File: src/bpc_pkg.sv
// Shared types and constants of the blind position controller.
`timescale 1ns / 1ps

package bpc_pkg;

    localparam int TIME_BITS = 32;
    localparam int CNT_BITS  = $clog2(TIME_BITS);
    localparam int POS_BITS  = 7;
    localparam int CFG_BITS  = 16;
    localparam int IDX_BITS  = 3;
    localparam int IN_BITS   = 8;
    localparam int OUT_BITS  = 24;

    // register indexes of the configuration port
    localparam logic [IDX_BITS-1:0] REG_TIME_DOWN  = 3'd0;
    localparam logic [IDX_BITS-1:0] REG_TIME_UP    = 3'd1;
    localparam logic [IDX_BITS-1:0] REG_SLAT_TIME  = 3'd2;
    localparam logic [IDX_BITS-1:0] REG_RELAY_WAIT = 3'd3;
    localparam logic [IDX_BITS-1:0] REG_END_OFFSET = 3'd4;

    localparam logic [CFG_BITS-1:0] RST_TIME_DOWN  = 16'd100;
    localparam logic [CFG_BITS-1:0] RST_TIME_UP    = 16'd100;
    localparam logic [7:0]          RST_SLAT_TIME  = 8'd10;
    localparam logic [CFG_BITS-1:0] RST_RELAY_WAIT = 16'd200;
    localparam logic [CFG_BITS-1:0] RST_END_OFFSET = 16'd1000;

    localparam logic          OP_TICK  = 1'b0;
    localparam logic          OP_LEVEL = 1'b1;
    localparam logic [7:0]    LEVEL_TOGGLE = 8'hFF;
    localparam logic [7:0]    LEVEL_STOP   = 8'hC9;

    localparam logic [POS_BITS-1:0]  POS_MAX   = 7'd100;
    localparam logic [POS_BITS-1:0]  POS_RESET = 7'd50;
    localparam logic [TIME_BITS-1:0] RELAY_OFF_DELAY = TIME_BITS'(20000);

    typedef enum logic [2:0] {
        MS_STOP  = 3'd0,
        MS_WAIT  = 3'd1,
        MS_TURN  = 3'd2,
        MS_MOVE  = 3'd3,
        MS_ROFF  = 3'd4,
        MS_SWDIR = 3'd5
    } motion_t;

    typedef enum logic [1:0] {
        CTL_IDLE,
        CTL_DECIDE,
        CTL_DIVIDE,
        CTL_APPLY
    } ctl_state_t;

    typedef struct packed {
        logic load_item;
        logic div_start;
        logic apply;
    } bpc_cmd_t;

    typedef struct packed {
        logic need_div;
        logic div_last;
        logic out_free;
    } bpc_stat_t;

endpackage

File: src/blind_position_controller.sv
// Top level of the roller-blind relay and position controller.
`timescale 1ns / 1ps

// Drives a blind motor through a motor relay and a direction relay and
// estimates position and slat angle from run time. Each input word is either
// a one-millisecond tick (tuser 0) or a level command (tuser 1: 255 toggle,
// 201 stop, else target = level/2 up to 100); every word returns one result
// word with both relay pin levels, the target, the motion state and, on
// entry into stop, the reported position. A word goes through decode and,
// when the position must be estimated, the 32-step shift-subtract divider
// that divides elapsed run time by the per-percent time, before the update.
// A new word is taken while the previous result still waits on the output.
module blind_position_controller (
    input  logic                          clk,
    input  logic                          rst_n,
    input  logic                          s_axis_tvalid,
    output logic                          s_axis_tready,
    input  logic [bpc_pkg::IN_BITS-1:0]   s_axis_tdata,  // [7:0] level
    input  logic                          s_axis_tuser,  // [0] operation
    output logic                          m_axis_tvalid,
    input  logic                          m_axis_tready,
    // [0] motor_relay_pin, [1] direction_relay_pin, [8:2] report_position,
    // [15:9] requested_position, [18:16] motion_state, [23:19] zero
    output logic [bpc_pkg::OUT_BITS-1:0]  m_axis_tdata,
    output logic                          m_axis_tuser,  // [0] report_valid
    input  logic                          cfg_we,
    input  logic [bpc_pkg::IDX_BITS-1:0]  cfg_index,
    input  logic [bpc_pkg::CFG_BITS-1:0]  cfg_wdata
);
    import bpc_pkg::*;

    bpc_cmd_t  cmd;
    bpc_stat_t stat;

    bpc_ctrl u_ctrl (
        .clk           (clk),
        .rst_n         (rst_n),
        .s_axis_tvalid (s_axis_tvalid),
        .s_axis_tready (s_axis_tready),
        .stat          (stat),
        .cmd           (cmd)
    );

    bpc_datapath u_datapath (
        .clk           (clk),
        .rst_n         (rst_n),
        .cmd           (cmd),
        .stat          (stat),
        .in_op         (s_axis_tuser),
        .in_level      (s_axis_tdata),
        .cfg_we        (cfg_we),
        .cfg_index     (cfg_index),
        .cfg_wdata     (cfg_wdata),
        .m_axis_tvalid (m_axis_tvalid),
        .m_axis_tready (m_axis_tready),
        .m_axis_tdata  (m_axis_tdata),
        .m_axis_tuser  (m_axis_tuser)
    );

endmodule

File: src/bpc_ctrl.sv
// Sequencer: steps one word through decode, optional divide and update.
`timescale 1ns / 1ps

module bpc_ctrl (
    input  logic              clk,
    input  logic              rst_n,
    input  logic              s_axis_tvalid,
    output logic              s_axis_tready,
    input  bpc_pkg::bpc_stat_t stat,
    output bpc_pkg::bpc_cmd_t  cmd
);
    import bpc_pkg::*;

    ctl_state_t state_reg;
    ctl_state_t state_next;

    always_ff @(posedge clk or negedge rst_n)
    begin
        if (!rst_n)
        begin
            state_reg <= CTL_IDLE;
        end
        else
        begin
            state_reg <= state_next;
        end
    end

    always_comb
    begin
        state_next    = state_reg;
        cmd           = '0;
        s_axis_tready = 1'b0;
        case (state_reg)
            CTL_IDLE:
            begin
                s_axis_tready = 1'b1;
                if (s_axis_tvalid)
                begin
                    cmd.load_item = 1'b1;
                    state_next    = CTL_DECIDE;
                end
            end
            CTL_DECIDE:
            begin
                if (stat.need_div)
                begin
                    cmd.div_start = 1'b1;
                    state_next    = CTL_DIVIDE;
                end
                else
                begin
                    state_next = CTL_APPLY;
                end
            end
            CTL_DIVIDE:
            begin
                if (stat.div_last)
                begin
                    state_next = CTL_APPLY;
                end
            end
            CTL_APPLY:
            begin
                // update only once the previous result has left
                if (stat.out_free)
                begin
                    cmd.apply  = 1'b1;
                    state_next = CTL_IDLE;
                end
            end
            default:
            begin
                state_next = CTL_IDLE;
            end
        endcase
    end

endmodule

File: src/bpc_datapath.sv
// Datapath: time base, blind state, run-time divider and result register.
`timescale 1ns / 1ps

module bpc_datapath (
    input  logic                            clk,
    input  logic                            rst_n,
    input  bpc_pkg::bpc_cmd_t               cmd,
    output bpc_pkg::bpc_stat_t              stat,
    input  logic                            in_op,
    input  logic [7:0]                      in_level,
    input  logic                            cfg_we,
    input  logic [bpc_pkg::IDX_BITS-1:0]    cfg_index,
    input  logic [bpc_pkg::CFG_BITS-1:0]    cfg_wdata,
    output logic                            m_axis_tvalid,
    input  logic                            m_axis_tready,
    output logic [bpc_pkg::OUT_BITS-1:0]    m_axis_tdata,
    output logic                            m_axis_tuser
);
    import bpc_pkg::*;

    // configuration
    logic [CFG_BITS-1:0] time_down_reg, time_up_reg, relay_wait_reg, end_offset_reg;
    logic [7:0]          slat_time_reg;

    // latched word
    logic       op_reg;
    logic [7:0] level_reg;

    // blind state
    logic [TIME_BITS-1:0] time_now_reg, run_start_reg, next_event_reg;
    logic [TIME_BITS-1:0] run_start_next, next_event_next;
    motion_t              pending_reg, present_reg, pending_next, present_next;
    logic [POS_BITS-1:0]  target_reg, actual_pos_reg, actual_ang_reg;
    logic [POS_BITS-1:0]  target_next, actual_pos_next, actual_ang_next;
    logic                 moving_down_reg, force_reg, motor_reg, dir_reg;
    logic                 moving_down_next, force_next, motor_next, dir_next;

    // divider
    logic [TIME_BITS-1:0] quo_reg;
    logic [CFG_BITS-1:0]  rem_reg, divisor_reg;
    logic [CNT_BITS-1:0]  div_cnt_reg;
    logic                 div_busy_reg;
    logic [CFG_BITS:0]    rem_shift;
    logic [CFG_BITS-1:0]  divisor_sel;

    // result
    logic                out_valid_reg, out_rep_reg, rep;
    logic [POS_BITS-1:0] out_pos_reg;

    logic [TIME_BITS-1:0] due_diff;
    logic                 run_en;
    logic                 level_plain;
    logic [POS_BITS-1:0]  level_target;
    logic [POS_BITS-1:0]  est_pos, est_ang, dist_move, dist_turn;
    logic [23:0]          move_span;
    logic [14:0]          turn_span;

    function automatic logic [POS_BITS-1:0] sat_down(input logic [POS_BITS-1:0] v,
                                                     input logic [TIME_BITS-1:0] q);
        if (q >= TIME_BITS'(v))
        begin
            return '0;
        end
        return v - q[POS_BITS-1:0];
    endfunction

    function automatic logic [POS_BITS-1:0] sat_up(input logic [POS_BITS-1:0] v,
                                                   input logic [TIME_BITS-1:0] q);
        logic [POS_BITS-1:0] room;
        room = POS_MAX - v;
        if (q >= TIME_BITS'(room))
        begin
            return POS_MAX;
        end
        return v + q[POS_BITS-1:0];
    endfunction

    // ---------------------------------------------------------------- decode
    assign due_diff    = time_now_reg - next_event_reg;
    assign run_en      = force_reg || !due_diff[TIME_BITS-1];
    assign level_plain = (level_reg != LEVEL_TOGGLE) && (level_reg != LEVEL_STOP);
    assign level_target = (level_reg[7:1] > POS_MAX) ? POS_MAX : level_reg[7:1];

    assign stat.need_div = (op_reg == OP_TICK)
        ? (run_en && force_reg && (pending_reg == MS_STOP))
        : (level_plain && ((present_reg == MS_TURN) || (present_reg == MS_MOVE)));
    assign stat.div_last = div_busy_reg && (div_cnt_reg == '0);
    assign stat.out_free = !out_valid_reg || m_axis_tready;

    // a zero per-percent time counts as one
    always_comb
    begin
        if (present_reg == MS_MOVE)
        begin
            divisor_sel = moving_down_reg ? time_down_reg : time_up_reg;
        end
        else
        begin
            divisor_sel = CFG_BITS'(slat_time_reg);
        end
        if (divisor_sel == '0)
        begin
            divisor_sel = CFG_BITS'(1);
        end
    end

    // restoring divide of elapsed run time, one quotient bit a cycle
    assign rem_shift = {rem_reg, quo_reg[TIME_BITS-1]};

    always_ff @(posedge clk or negedge rst_n)
    begin
        if (!rst_n)
        begin
            div_busy_reg <= 1'b0;
            div_cnt_reg  <= '0;
        end
        else if (cmd.div_start)
        begin
            div_busy_reg <= 1'b1;
            div_cnt_reg  <= CNT_BITS'(TIME_BITS - 1);
        end
        else if (div_busy_reg)
        begin
            div_cnt_reg <= div_cnt_reg - 1'b1;
            if (div_cnt_reg == '0)
            begin
                div_busy_reg <= 1'b0;
            end
        end
    end

    always_ff @(posedge clk)
    begin
        if (cmd.div_start)
        begin
            quo_reg     <= time_now_reg - run_start_reg;
            rem_reg     <= '0;
            divisor_reg <= divisor_sel;
        end
        else if (div_busy_reg)
        begin
            if (rem_shift >= {1'b0, divisor_reg})
            begin
                rem_reg <= CFG_BITS'(rem_shift - {1'b0, divisor_reg});
                quo_reg <= {quo_reg[TIME_BITS-2:0], 1'b1};
            end
            else
            begin
                rem_reg <= rem_shift[CFG_BITS-1:0];
                quo_reg <= {quo_reg[TIME_BITS-2:0], 1'b0};
            end
        end
    end

    // estimate from the quotient: position only while moving, else slat angle
    always_comb
    begin
        est_pos = actual_pos_reg;
        est_ang = actual_ang_reg;
        if (present_reg == MS_MOVE)
        begin
            if (moving_down_reg)
            begin
                est_pos = sat_up(actual_pos_reg, quo_reg);
                est_ang = POS_MAX;
            end
            else
            begin
                est_pos = sat_down(actual_pos_reg, quo_reg);
                est_ang = '0;
            end
        end
        else
        begin
            est_ang = moving_down_reg ? sat_up(actual_ang_reg, quo_reg)
                                      : sat_down(actual_ang_reg, quo_reg);
        end
    end

    // travel spans
    always_comb
    begin
        dist_move = '0;
        if (!moving_down_reg && (actual_pos_reg > target_reg))
        begin
            dist_move = actual_pos_reg - target_reg;
        end
        else if (moving_down_reg && (target_reg > actual_pos_reg))
        begin
            dist_move = target_reg - actual_pos_reg;
        end
        move_span = 24'(dist_move) * 24'(moving_down_reg ? time_down_reg : time_up_reg);
        if ((target_reg == '0) || (target_reg == POS_MAX))
        begin
            move_span = move_span + 24'(end_offset_reg);
        end
        dist_turn = moving_down_reg ? (POS_MAX - actual_ang_reg) : actual_ang_reg;
        turn_span = 15'(dist_turn) * 15'(slat_time_reg);
    end

    // ---------------------------------------------------------------- update
    always_comb
    begin
        run_start_next   = run_start_reg;
        next_event_next  = next_event_reg;
        pending_next     = pending_reg;
        present_next     = present_reg;
        target_next      = target_reg;
        actual_pos_next  = actual_pos_reg;
        actual_ang_next  = actual_ang_reg;
        moving_down_next = moving_down_reg;
        force_next       = force_reg;
        motor_next       = motor_reg;
        dir_next         = dir_reg;
        rep              = 1'b0;
        if (op_reg == OP_TICK)
        begin
            if (run_en)
            begin
                case (pending_reg)
                    MS_ROFF:
                    begin
                        dir_next        = 1'b1;
                        present_next    = MS_ROFF;
                        next_event_next = time_now_reg + RELAY_OFF_DELAY;
                    end
                    MS_WAIT:
                    begin
                        moving_down_next = target_reg > actual_pos_reg;
                        dir_next         = target_reg > actual_pos_reg;
                        present_next     = MS_WAIT;
                        pending_next     = MS_TURN;
                        force_next       = 1'b0;
                        next_event_next  = time_now_reg + TIME_BITS'(relay_wait_reg);
                    end
                    MS_MOVE:
                    begin
                        motor_next      = 1'b0;
                        run_start_next  = time_now_reg;
                        present_next    = MS_MOVE;
                        pending_next    = MS_STOP;
                        force_next      = 1'b0;
                        next_event_next = time_now_reg + TIME_BITS'(move_span);
                    end
                    MS_STOP:
                    begin
                        if (force_reg)
                        begin
                            force_next      = 1'b0;
                            actual_pos_next = est_pos;
                            actual_ang_next = est_ang;
                            target_next     = est_pos;
                        end
                        else
                        begin
                            actual_pos_next = target_reg;
                            actual_ang_next = moving_down_reg ? POS_MAX : '0;
                        end
                        motor_next      = 1'b1;
                        present_next    = MS_STOP;
                        pending_next    = MS_ROFF;
                        next_event_next = time_now_reg + TIME_BITS'(relay_wait_reg);
                        rep             = 1'b1;
                    end
                    MS_TURN:
                    begin
                        motor_next      = 1'b0;
                        run_start_next  = time_now_reg;
                        present_next    = MS_TURN;
                        pending_next    = MS_MOVE;
                        next_event_next = time_now_reg + TIME_BITS'(turn_span);
                    end
                    MS_SWDIR:
                    begin
                        motor_next      = 1'b1;
                        present_next    = MS_SWDIR;
                        pending_next    = MS_WAIT;
                        force_next      = 1'b0;
                        next_event_next = time_now_reg + TIME_BITS'(relay_wait_reg);
                    end
                    default:
                    begin
                    end
                endcase
            end
        end
        else if (level_reg == LEVEL_TOGGLE)
        begin
            force_next = 1'b1;
            if (present_reg == MS_TURN)
            begin
                pending_next = MS_STOP;
            end
            if ((present_reg == MS_STOP) || (present_reg == MS_ROFF))
            begin
                target_next  = moving_down_reg ? '0 : POS_MAX;
                pending_next = MS_WAIT;
            end
        end
        else if (level_reg == LEVEL_STOP)
        begin
            pending_next = MS_STOP;
            force_next   = 1'b1;
        end
        else
        begin
            target_next = level_target;
            if ((present_reg == MS_TURN) || (present_reg == MS_MOVE))
            begin
                actual_pos_next = est_pos;
                actual_ang_next = est_ang;
                // new target lies behind the direction of travel
                if ((!moving_down_reg && (level_target > est_pos)) ||
                    (moving_down_reg && (level_target < est_pos)))
                begin
                    pending_next = MS_SWDIR;
                    force_next   = 1'b1;
                end
                else if (present_reg == MS_MOVE)
                begin
                    pending_next = MS_MOVE;
                    force_next   = 1'b1;
                end
            end
            else
            begin
                pending_next = MS_WAIT;
                force_next   = 1'b1;
            end
        end
    end

    // ---------------------------------------------------------------- registers
    always_ff @(posedge clk or negedge rst_n)
    begin
        if (!rst_n)
        begin
            time_down_reg   <= RST_TIME_DOWN;
            time_up_reg     <= RST_TIME_UP;
            slat_time_reg   <= RST_SLAT_TIME;
            relay_wait_reg  <= RST_RELAY_WAIT;
            end_offset_reg  <= RST_END_OFFSET;
            time_now_reg    <= '0;
            run_start_reg   <= '0;
            next_event_reg  <= '0;
            pending_reg     <= MS_STOP;
            present_reg     <= MS_STOP;
            target_reg      <= '0;
            actual_pos_reg  <= POS_RESET;
            actual_ang_reg  <= POS_RESET;
            moving_down_reg <= 1'b0;
            force_reg       <= 1'b0;
            motor_reg       <= 1'b1;
            dir_reg         <= 1'b1;
            out_valid_reg   <= 1'b0;
        end
        else
        begin
            if (cfg_we)
            begin
                case (cfg_index)
                    REG_TIME_DOWN:  time_down_reg  <= cfg_wdata;
                    REG_TIME_UP:    time_up_reg    <= cfg_wdata;
                    REG_SLAT_TIME:  slat_time_reg  <= cfg_wdata[7:0];
                    REG_RELAY_WAIT: relay_wait_reg <= cfg_wdata;
                    REG_END_OFFSET: end_offset_reg <= cfg_wdata;
                    default:
                    begin
                    end
                endcase
            end
            if (cmd.load_item && (in_op == OP_TICK))
            begin
                time_now_reg <= time_now_reg + 1'b1;
            end
            if (cmd.apply)
            begin
                run_start_reg   <= run_start_next;
                next_event_reg  <= next_event_next;
                pending_reg     <= pending_next;
                present_reg     <= present_next;
                target_reg      <= target_next;
                actual_pos_reg  <= actual_pos_next;
                actual_ang_reg  <= actual_ang_next;
                moving_down_reg <= moving_down_next;
                force_reg       <= force_next;
                motor_reg       <= motor_next;
                dir_reg         <= dir_next;
                out_valid_reg   <= 1'b1;
            end
            else if (m_axis_tready)
            begin
                out_valid_reg <= 1'b0;
            end
        end
    end

    always_ff @(posedge clk)
    begin
        if (cmd.load_item)
        begin
            op_reg    <= in_op;
            level_reg <= in_level;
        end
        if (cmd.apply)
        begin
            out_rep_reg <= rep;
            out_pos_reg <= rep ? actual_pos_next : '0;
        end
    end

    // pins, target and state change only on an update, which waits for a free slot
    assign m_axis_tvalid = out_valid_reg;
    assign m_axis_tuser  = out_rep_reg;
    assign m_axis_tdata  = {5'd0, present_reg, target_reg, out_pos_reg, dir_reg, motor_reg};

endmodule

File: config.mk
export PLATFORM = sky130hd
export DESIGN_NAME = blind_position_controller
export DESIGN_NICKNAME = d
export VERILOG_FILES = /design/src/bpc_pkg.sv /design/src/blind_position_controller.sv /design/src/bpc_ctrl.sv /design/src/bpc_datapath.sv
export SDC_FILE = /design/constraint.sdc
export NUM_CORES = 1
export LEC_CHECK = 0
export BUFFER_PORTS_ARGS = -buffer_cell sky130_fd_sc_hd__buf_2
export CORE_MARGIN = 4
export CORE_UTILIZATION = 60
export CTS_BUF_LIST = sky130_fd_sc_hd__clkbuf_16
export DETAILED_ROUTE_END_ITERATION = 16
export PLACE_DENSITY = 0.76
export RECOVER_POWER = 25
export SLEW_MARGIN = 0
export SYNTH_ARGS = -nofsm -noshare
export SYNTH_HDL_FRONTEND = slang
export SYNTH_SLANG_ARGS = --single-unit
File: constraint.sdc
create_clock -name clk -period 11.8 [get_ports clk]
set_input_delay 2.36 -clock clk [delete_from_list [all_inputs] [get_ports clk]]
set_output_delay 2.36 -clock clk [all_outputs]
set_load 0.02 [all_outputs]
# Word-level counts from Yosys, hierarchy flattened

Index checks and enable logic that the tools add are counted.

Bits in read-only memories: 0
Word-level logic and storage cells: 247
Latch bits: 0
Bits in registers: 289
Input bits: 33
Memory bits (writable): 0
Memories kept: 0

Divide/modulo/power cells: 0
Shifts and indexed selects: 0
Add/sub/neg operators: 18
Mux-type cells: 101
$lt $le $gt $ge: 10
Reductions and logical operators: 56
Eq/ne operators: 30
$mul: 2
Bitwise logic cells: 2

Operators by type and width:

| kind                     | number |
|---|---|
| $mux W7                  | 38 |
| $ge A32 B7 Y1            | 4 |
| $pmux W32 S4             | 1 |
| $mux W16                 | 4 |
| $mux W32                 | 2 |
| $sub A32 B32 Y32         | 2 |
| $mux W1                  | 36 |
| $add A32 B1 Y32 const B  | 1 |
| $add A32 B15 Y32         | 1 |
| $add A32 B15 Y32 const B | 1 |
| $add A32 B16 Y32         | 1 |
| $add A32 B24 Y32         | 1 |
| $reduce_and A4 Y1        | 7 |
| $sub A7 B7 Y7            | 4 |
| $mux W3                  | 9 |
| $add A24 B16 Y24         | 1 |
| $mul A7 B24 Y24          | 1 |
| $mux W24                 | 1 |
| $gt A7 B7 Y1             | 3 |
| $eq A3 B2 Y1 const B     | 6 |
| $pmux W3 S6              | 1 |
| $ge A17 B16 Y1           | 1 |
| $eq A8 B8 Y1 const B     | 2 |
| $logic_not A16 Y1        | 1 |
| 40 further kinds         | 90 |

# Logic depth before layout (Yosys ltp)

Gate-level depths: netlist of the first run.

Depth in word-level cells: 16
Depth in mapped cells: 49
Gate-level depth less buffers: 48

# Modules after synthesis

From an unflattened synthesis of the first run, not the netlist that was laid out.

Cell total of the unflattened synthesis: 3,068
Area, all modules: 27,711.6 µm²

By module, submodules not included:

| module       | cells each | area an instance (µm²) | sequential area each (µm²) | instances |
|---|---|---|---|---|
| bpc_datapath | 3,048      | 27,510.1               | 7,458.4                    | 1 |
| bpc_ctrl     | 20         | 201.4                  | 50.0                       | 1 |

# Worst setup path before layout of the first run

Ideal clock, no wire load.

Kind: register -> register
Start point: register u_datapath.target_reg[1]
End point: register u_datapath.next_event_reg[26]
Cell stages (with the launch flop): 46
Slack: 1,434 ps
Path buffers: 1
Data arrival time: 10,240 ps
Cell sequence: dfrtp_1 -> inv_1 -> ha_1 -> nor2b_1 -> o21ai_0 -> a21oi_1 -> o31ai_1 -> buf_2 -> mux2_2 -> a221o_1 -> o21ai_1 -> nand3_1 -> or2_2 -> fa_1 -> fa_1 -> inv_1 -> fa_1 -> inv_1 -> [10 not listed] -> a21oi_1 -> a41o_1 -> o21a_1 -> nor2_1 -> xnor2_1 -> nand2_1 -> a21oi_1 -> ha_1 -> a21o_1 -> a21oi_1 -> o21ai_0 -> a21oi_1 -> o41a_1 -> o221ai_2 -> a31oi_2 -> mux2_4 -> a221oi_2 -> a21oi_1

Word-level cells in the longest chain between the ends: 9
Elaborated cells on any way between the ends: 16

RTL lines:

| element                | RTL line            | source |
|---|---|---|
| start, declared        | bpc_datapath.sv:33  | `logic [POS_BITS-1:0] target_reg, actual_pos_reg, actual_ang_reg;` |
| start signal, assigned | bpc_datapath.sv:382 | `target_reg <= target_next;` |
| $gt A7 B7 Y1           | bpc_datapath.sv:188 | `else if (moving_down_reg && (target_reg > actual_pos_reg))` |
| $logic_and A1 B1 Y1    | bpc_datapath.sv:188 |  |
| $mux W7                | bpc_datapath.sv:188 |  |
| $mux W7                | bpc_datapath.sv:184 | `if (!moving_down_reg && (actual_pos_reg > target_reg))` |
| $mul A7 B24 Y24        | bpc_datapath.sv:192 | `move_span = 24'(dist_move) * 24'(moving_down_reg ? time_down_reg : time_up_reg);` |
| $add A24 B16 Y24       | bpc_datapath.sv:195 | `move_span = move_span + 24'(end_offset_reg);` |
| $mux W24 *             | bpc_datapath.sv:193 | `if ((target_reg == '0) \|\| (target_reg == POS_MAX))` |
| $add A32 B24 Y32 *     | bpc_datapath.sv:243 | `next_event_next = time_now_reg + TIME_BITS'(move_span);` |
| $pmux W32 S4 *         | bpc_datapath.sv:220 | `case (pending_reg)` |
| end signal, assigned   | bpc_datapath.sv:379 | `next_event_reg <= next_event_next;` |
| end, declared          | bpc_datapath.sv:30  | `logic [TIME_BITS-1:0] time_now_reg, run_start_reg, next_event_reg;` |

Mark *: on every way between the ends. The rest lies on a longest branch, timed or not.
A chain may end at the register's enable or synchronous reset.

# Final worst setup path of the first run

Same ends and word-level chain as after synthesis.

==> run summary, run 1 <==
synthesis-to-layout area growth: 7.11%
r2r setup slk: 0.61 ns
Clock Path Buffers: 3
crit start category: register
Detail Route Antenna Nets: 0
I/O Buffers: 54
Post-synth ARST share: 72.0%
status: complete, but fails checks
first-pass GRT wire length: 126000 um
Synth Register Bits: 289
Post-synth EDFFs: 65
Most common cell on crit path: a21oi_1
DIE AREA: 49400 sq um
Post-Route WL: 78500 um
Place WS: 0.631 ns
headroom to the max-slew limit: -175%
prevailing post-synth register cell: dfrtp_1
# setup viols final: 0
RSZ-0062 raised after global routing: false
mapped cell area: 27500 sq um
number of global-route vias before repair: 23200
CTS Sinks: 289
post-place instance area: 28400 sq um
setup TNS: 0 ns
crit path capture: u_datapath.next_event_reg[26]
worst flop-to-flop path endpoint: u_datapath.next_event_reg[26]
largest net degree at the start of global routing: 84
clock latency on the worst-skew pair: 0.55 ns
DIE WIDTH: 222 um
IO Count: 60
Reg clk slew, reported paths: 0.06 ns
Worst Path Buf+Inv: 5
DRC: 0
Worst setup startpoint: u_datapath.target_reg[1]
# Post-CTS Setup Buffers: 0
Setup WS post-layout: 0.606 ns
clock buffer count from CTS: 36
Slowest-stage cell, CP: fa_1
critical path depth: 45
Max Clock Skew: 0.0183 ns
failing checks: capacitance limit, slew limit
ratio of cells with drive above 1 in the final layout: 10.6%
Final Wtd Congestion: 1.03
reg2reg start: u_datapath.target_reg[1]
Worst R2R Path Depth: 45
1st-pass router iterations: 6
Worst setup EP type: register
critical path arrival: 11.60 ns
Core ar.: 45400 sq um
Vias/cell: 6.26
Site Rows: 78
initial antenna violation count: 0
CTS HTree Levels: 2
Max-Cap Viols: 2
final instance area: 29500 sq um
crit path kind: reg -> reg
CP required: 12.20 ns
total number of yosys warnings: 0
Final Hold Viols: 0
Tmin final: 11.19 ns
filler cell count: 3830
sequential-to-total area share from yosys stat: 27.3%
Worst-Margin Slew: 4.13 ns
Avg Cell Area, Syn: 8.88 sq um
CP top delay family: compound AO/OA/AOI/OAI gates
Post-Synthesis Cells: 3101
gr ovfl total: 0
Post-Layout Cell Count: 3741
Die Span Y: 222 um
most frequent cells in the layout: inv_1, ha_1, nor2_1
via count: 23400
Routed WL per cell: 21.0 um
Period Utilization, post-route: 94.9%
CTS tree: done
Initial Util: 60.7%
fin nets: 3554
CTS Root Cell: clkbuf_16
post-DP HPWL: 60200 um
cell total after placement: 3677
largest stage delay on the critical path: 0.56 ns
Hold Path Class: reg -> reg
most common cell after layout, fill and taps aside: inv_1
max-slew violations: 155
f_max: 89.3 MHz
initial drt markers: 2161
Distinct cells, synth: 100
gr usage total: 31.3%
crit path max fanout: 12
through the flow:
stage	utilization, %	hold WS, ns
after floorplan	-	0.450
after global placement	62.6	0.464
after detailed placement	62.6	0.472
after CTS	65.0	0.484
after global routing	65.0	0.510
final	65.0	0.478
synthesized netlist by cell type, drive strengths merged, types with 8 or more instances:
library cell / number / share of area (%)
a211oi: 29 / 0.86
a21boi: 8 / 0.22
a21o: 74 / 2.0
a21oi: 198 / 3.6
a221oi: 12 / 0.43
a31oi: 25 / 0.67
and2: 27 / 0.61
and3: 17 / 0.39
buf: 33 / 0.70
clkbuf: 88 / 1.2
dfrtp: 183 / 17
dfstp: 25 / 2.4
dfxtp: 16 / 1.2
edfxtp: 65 / 7.1
fa: 121 / 8.8
ha: 285 / 13
inv: 304 / 4.1
mux2: 114 / 4.7
mux2i: 35 / 1.3
nand2: 246 / 3.4
nand2b: 31 / 0.70
nand3: 70 / 1.3
nand4: 34 / 0.77
nor2: 275 / 3.7
nor2b: 47 / 1.1
nor3: 57 / 1.1
nor3b: 9 / 0.25
nor4: 16 / 0.42
o211ai: 23 / 0.63
o21a: 33 / 0.95
o21ai: 202 / 3.7
o21bai: 23 / 0.64
o221ai: 14 / 0.49
o22ai: 21 / 0.48
o31ai: 15 / 0.46
or2: 19 / 0.43
or3: 29 / 0.66
xnor2: 103 / 3.3
xor2: 63 / 2.0
kinds of logic after synthesis:
| kind of cell | after synthesis | synth area share, % |
|---|---|---|
| AOI/OAI and AO/OA | 771 | 18.5 |
| xor gates and xnor gates | 166 | 5.28 |
| adders and majority gates | 406 | 21.8 |
| buffers and inverters | 426 | 6.05 |
| DFF | 289 | 27.3 |
| muxes | 149 | 5.95 |
| other | 1 | 0.0136 |
| and+or+nand+nor | 893 | 15.2 |
final cells by class:
cell class | count | area [sq um] | area share [%]
multi-input cells | 2390 | 18400 | 62.6
well taps | 600 | 751 | 2.55
flip-flops and latches | 289 | 7510 | 25.5
clock inverters | 26 | 168 | 0.569
diodes | 1 | 2.50 | 0.00849
inverters | 305 | 1140 | 3.88
clock buffers | 37 | 926 | 3.14
repair buffers | 93 | 542 | 1.84
how the worst min path moves through the flow:
stage                            startpoint                      endpoint  slack, ns  cells after the start
2_1_floorplan  u_datapath.run_start_reg[12]  u_datapath.run_start_reg[12]       0.45                      2
3_3_place_gp   u_datapath.run_start_reg[12]  u_datapath.run_start_reg[12]       0.46                      2
3_5_place_dp   u_datapath.run_start_reg[13]  u_datapath.run_start_reg[13]       0.47                      2
4_1_cts        u_datapath.run_start_reg[13]  u_datapath.run_start_reg[13]       0.48                      2
5_1_grt         u_datapath.run_start_reg[5]   u_datapath.run_start_reg[5]       0.51                      1
6_report        u_datapath.run_start_reg[4]   u_datapath.run_start_reg[4]       0.48                      2
worst register-to-register path: cells and delay by family (launching register included):
kind                     cells  cell delay (ns)
AND/OR/NAND/NOR              6             1.20
buffers and inverters        5             0.61
XOR/XNOR                     1             0.13
adder cells (fa/ha/maj)      8             3.44
multiplexers                 2             0.70
flip-flops                   1             0.43
AO/OA/AOI/OAI               23             4.56
metal layers:
layer | global-route usage [%] | up-vias | routed length, um
met4 | 10.8 | 0 | 2950
met3 | 5.95 | 177 | 6360
met2 | 49.3 | 929 | 35300
li1 | - | 10900 | -
met1 | 43.6 | 11400 | 33800
met5 | 0 | - | 0
what timing repair did:
| item | CTS | global route |
|---|---|---|
| setup endpoints to repair | 0 | 1 |
| hold buffers | 0 | 0 |
| hold endpoints to repair | 0 | 0 |
| gates resized for setup | 0 | 5 |
Power of run 1 is not shown: default switching activity piles up to over one toggle a cycle in this logic, so the estimate is an artifact.
==> inputs of run 2 (changes only) <==
- clock period: 11.8 -> 13.05 ns (I/O delays scaled with it)
==> run summary, run 2 (synthesized netlist as in run 1, its figures left out) <==
status: complete, but fails checks
failing checks: capacitance limit, slew limit
Die Span Y: 222 um (unchanged)
Slowest-stage cell, CP: clkbuf_1
cts repair resizes: 0 (unchanged)
1st-pass router iterations: 5 (-1)
crit path max fanout: 47 (+35)
Post-Route WL: 78500 um (+0.11%)
Reg clk slew, reported paths: 0.06 ns (about the same)
fin nets: 3553 (-0.028%)
CTS Root Cell: clkbuf_16
clock buffer count from CTS: 37 (+2.8%)
gr usage total: 31.1% (-0.14 points)
DRC: 0 (unchanged)
DIE WIDTH: 222 um (unchanged)
most common cell after layout, fill and taps aside: inv_1
Detail Route Antenna Nets: 0 (unchanged)
number of global-route vias before repair: 22800 (-1.5%)
initial drt markers: 2155 (-0.28%)
# setup viols final: 0 (unchanged)
Core ar.: 45400 sq um (unchanged)
Tmin final: 12.09 ns (+0.893 ns)
Max Clock Skew: 0.0177 ns (-0.000586 ns)
clock latency on the worst-skew pair: 0.56 ns (about the same)
Worst Hold Margin: 0.486 ns (+0.00840 ns)
Routed WL per cell: 21.0 um (about the same)
via count: 23400 (-0.19%)
Inserted Diodes: 0 (-1)
setup TNS: 0 ns (unchanged)
# Post-CTS Setup Buffers: 0 (unchanged)
CP required: 13.46 ns (+1.26 ns)
Post-Layout Cell Count: 3742 (+0.027%)
most frequent cells in the layout: inv_1, ha_1, nor2_1
Most common cell on crit path: a21oi_1
initial antenna violation count: 1 (+1)
Vias/cell: 6.25 (-0.21%)
first-pass GRT wire length: 124000 um (-0.90%)
Period Utilization, post-route: 92.6% (-2.2 points)
ratio of cells with drive above 1 in the final layout: 10.9% (+0.31 points)
CTS tree: done
post-DP HPWL: 59700 um (-0.75%)
gr ovfl total: 0 (unchanged)
headroom to the max-slew limit: -291% (-120 points)
crit start category: register
synthesis-to-layout area growth: 7.21% (about the same)
f_max: 82.7 MHz (-7.4%)
Clock Path Buffers: 3 (unchanged)
critical path arrival: 12.49 ns (+0.89 ns)
Post-CTS Hold Fix Bufs: 0 (unchanged)
Site Rows: 78 (unchanged)
Core Util, Final: 65.0% (about the same)
CTS Sinks: 289 (unchanged)
crit path kind: reg -> reg
Initial Util: 60.7% (unchanged)
DIE AREA: 49400 sq um (unchanged)
Worst-Margin Slew: 5.86 ns (+1.73 ns)
Max-Cap Viols: 3 (+1)
largest stage delay on the critical path: 2.15 ns (+1.59 ns)
RSZ-0062 raised after global routing: false
CTS HTree Levels: 2 (unchanged)
IO Count: 60 (unchanged)
largest net degree at the start of global routing: 99 (+18%)
max-slew violations: 231 (+49%)
cell total after placement: 3675 (-0.054%)
Hold Path Class: reg -> reg
Worst setup EP type: register
Final Hold Viols: 0 (unchanged)
Final Wtd Congestion: 0.943 (-8.3%)
I/O Buffers: 54 (unchanged)
## run 2: changes by cell type in the layout (fill, tap and decap cells not counted), moves of 2 or more
cell        change
buf_2           +3
buf_4           -3
clkbuf_1        -2
clkinv_2        +3
clkinvlp_4      +2
inv_1           -6
inv_6           +3
## run 2: through the flow
stage / setup slack [ns] / instance area [sq um]
3_5_place_dp: 1.57 / 28400
3_3_place_gp: 1.74 / 28400
4_1_cts: 1.48 / 29500
5_1_grt: 0.435 / 29500
6_report: 0.963 / 29500
2_1_floorplan: 2.68 / 27500
## run 2: path summary, 6_finish.rpt
| path | start | to | slack, ns | depth (start not counted) |
|---|---|---|---|---|
| worst max-delay path | u_datapath.moving_down_reg | u_datapath.next_event_reg[26] | 0.96 | 36 |
| worst min-delay path | u_datapath.run_start_reg[0] | u_datapath.run_start_reg[0] | 0.49 | 2 |
| worst max register to register | u_datapath.moving_down_reg | u_datapath.next_event_reg[26] | 0.96 | 36 |
| worst min register to register | u_datapath.run_start_reg[0] | u_datapath.run_start_reg[0] | 0.49 | 2 |
| max in group asynchronous | rst_n | u_datapath.time_up_reg[8] | 5.10 | 3 |
| min in group asynchronous | rst_n | u_datapath.run_start_reg[23] | 4.19 | 1 |
## run 2: critical path: cells and delay by family, from the launching register on
kind | cells | cell delay, ns
AO/OA/AOI/OAI | 18 | 3.59
adder cells (fa/ha/maj) | 7 | 3.15
buffers and inverters | 4 | 2.31
multiplexers | 2 | 1.30
AND/OR/NAND/NOR | 4 | 1.07
flip-flops | 1 | 0.36
XOR/XNOR | 1 | 0.13
## run 2: final cells by class
type | count | area (sq um)
sequential | 289 | 7510
clock buffer | 38 | 951
clock inverter | 29 | 208
tap | 600 | 751
timing repair buffer | 91 | 527
multi-input combinational | 2390 | 18400
inverter | 305 | 1140
fill | 3779 | 15900
## run 2: routing by layer
layer	up-vias	wire length (um)	share of wire [%]	global-route usage [%]
li1	10900	-	-	-
met1	11400	34200	44	43.5
met2	871	35900	46	50.3
met3	153	5670	7.2	4.85
met4	0	2690	3.4	9.74
met5	-	0	0	0
Power of run 2 is left out for the same reason.
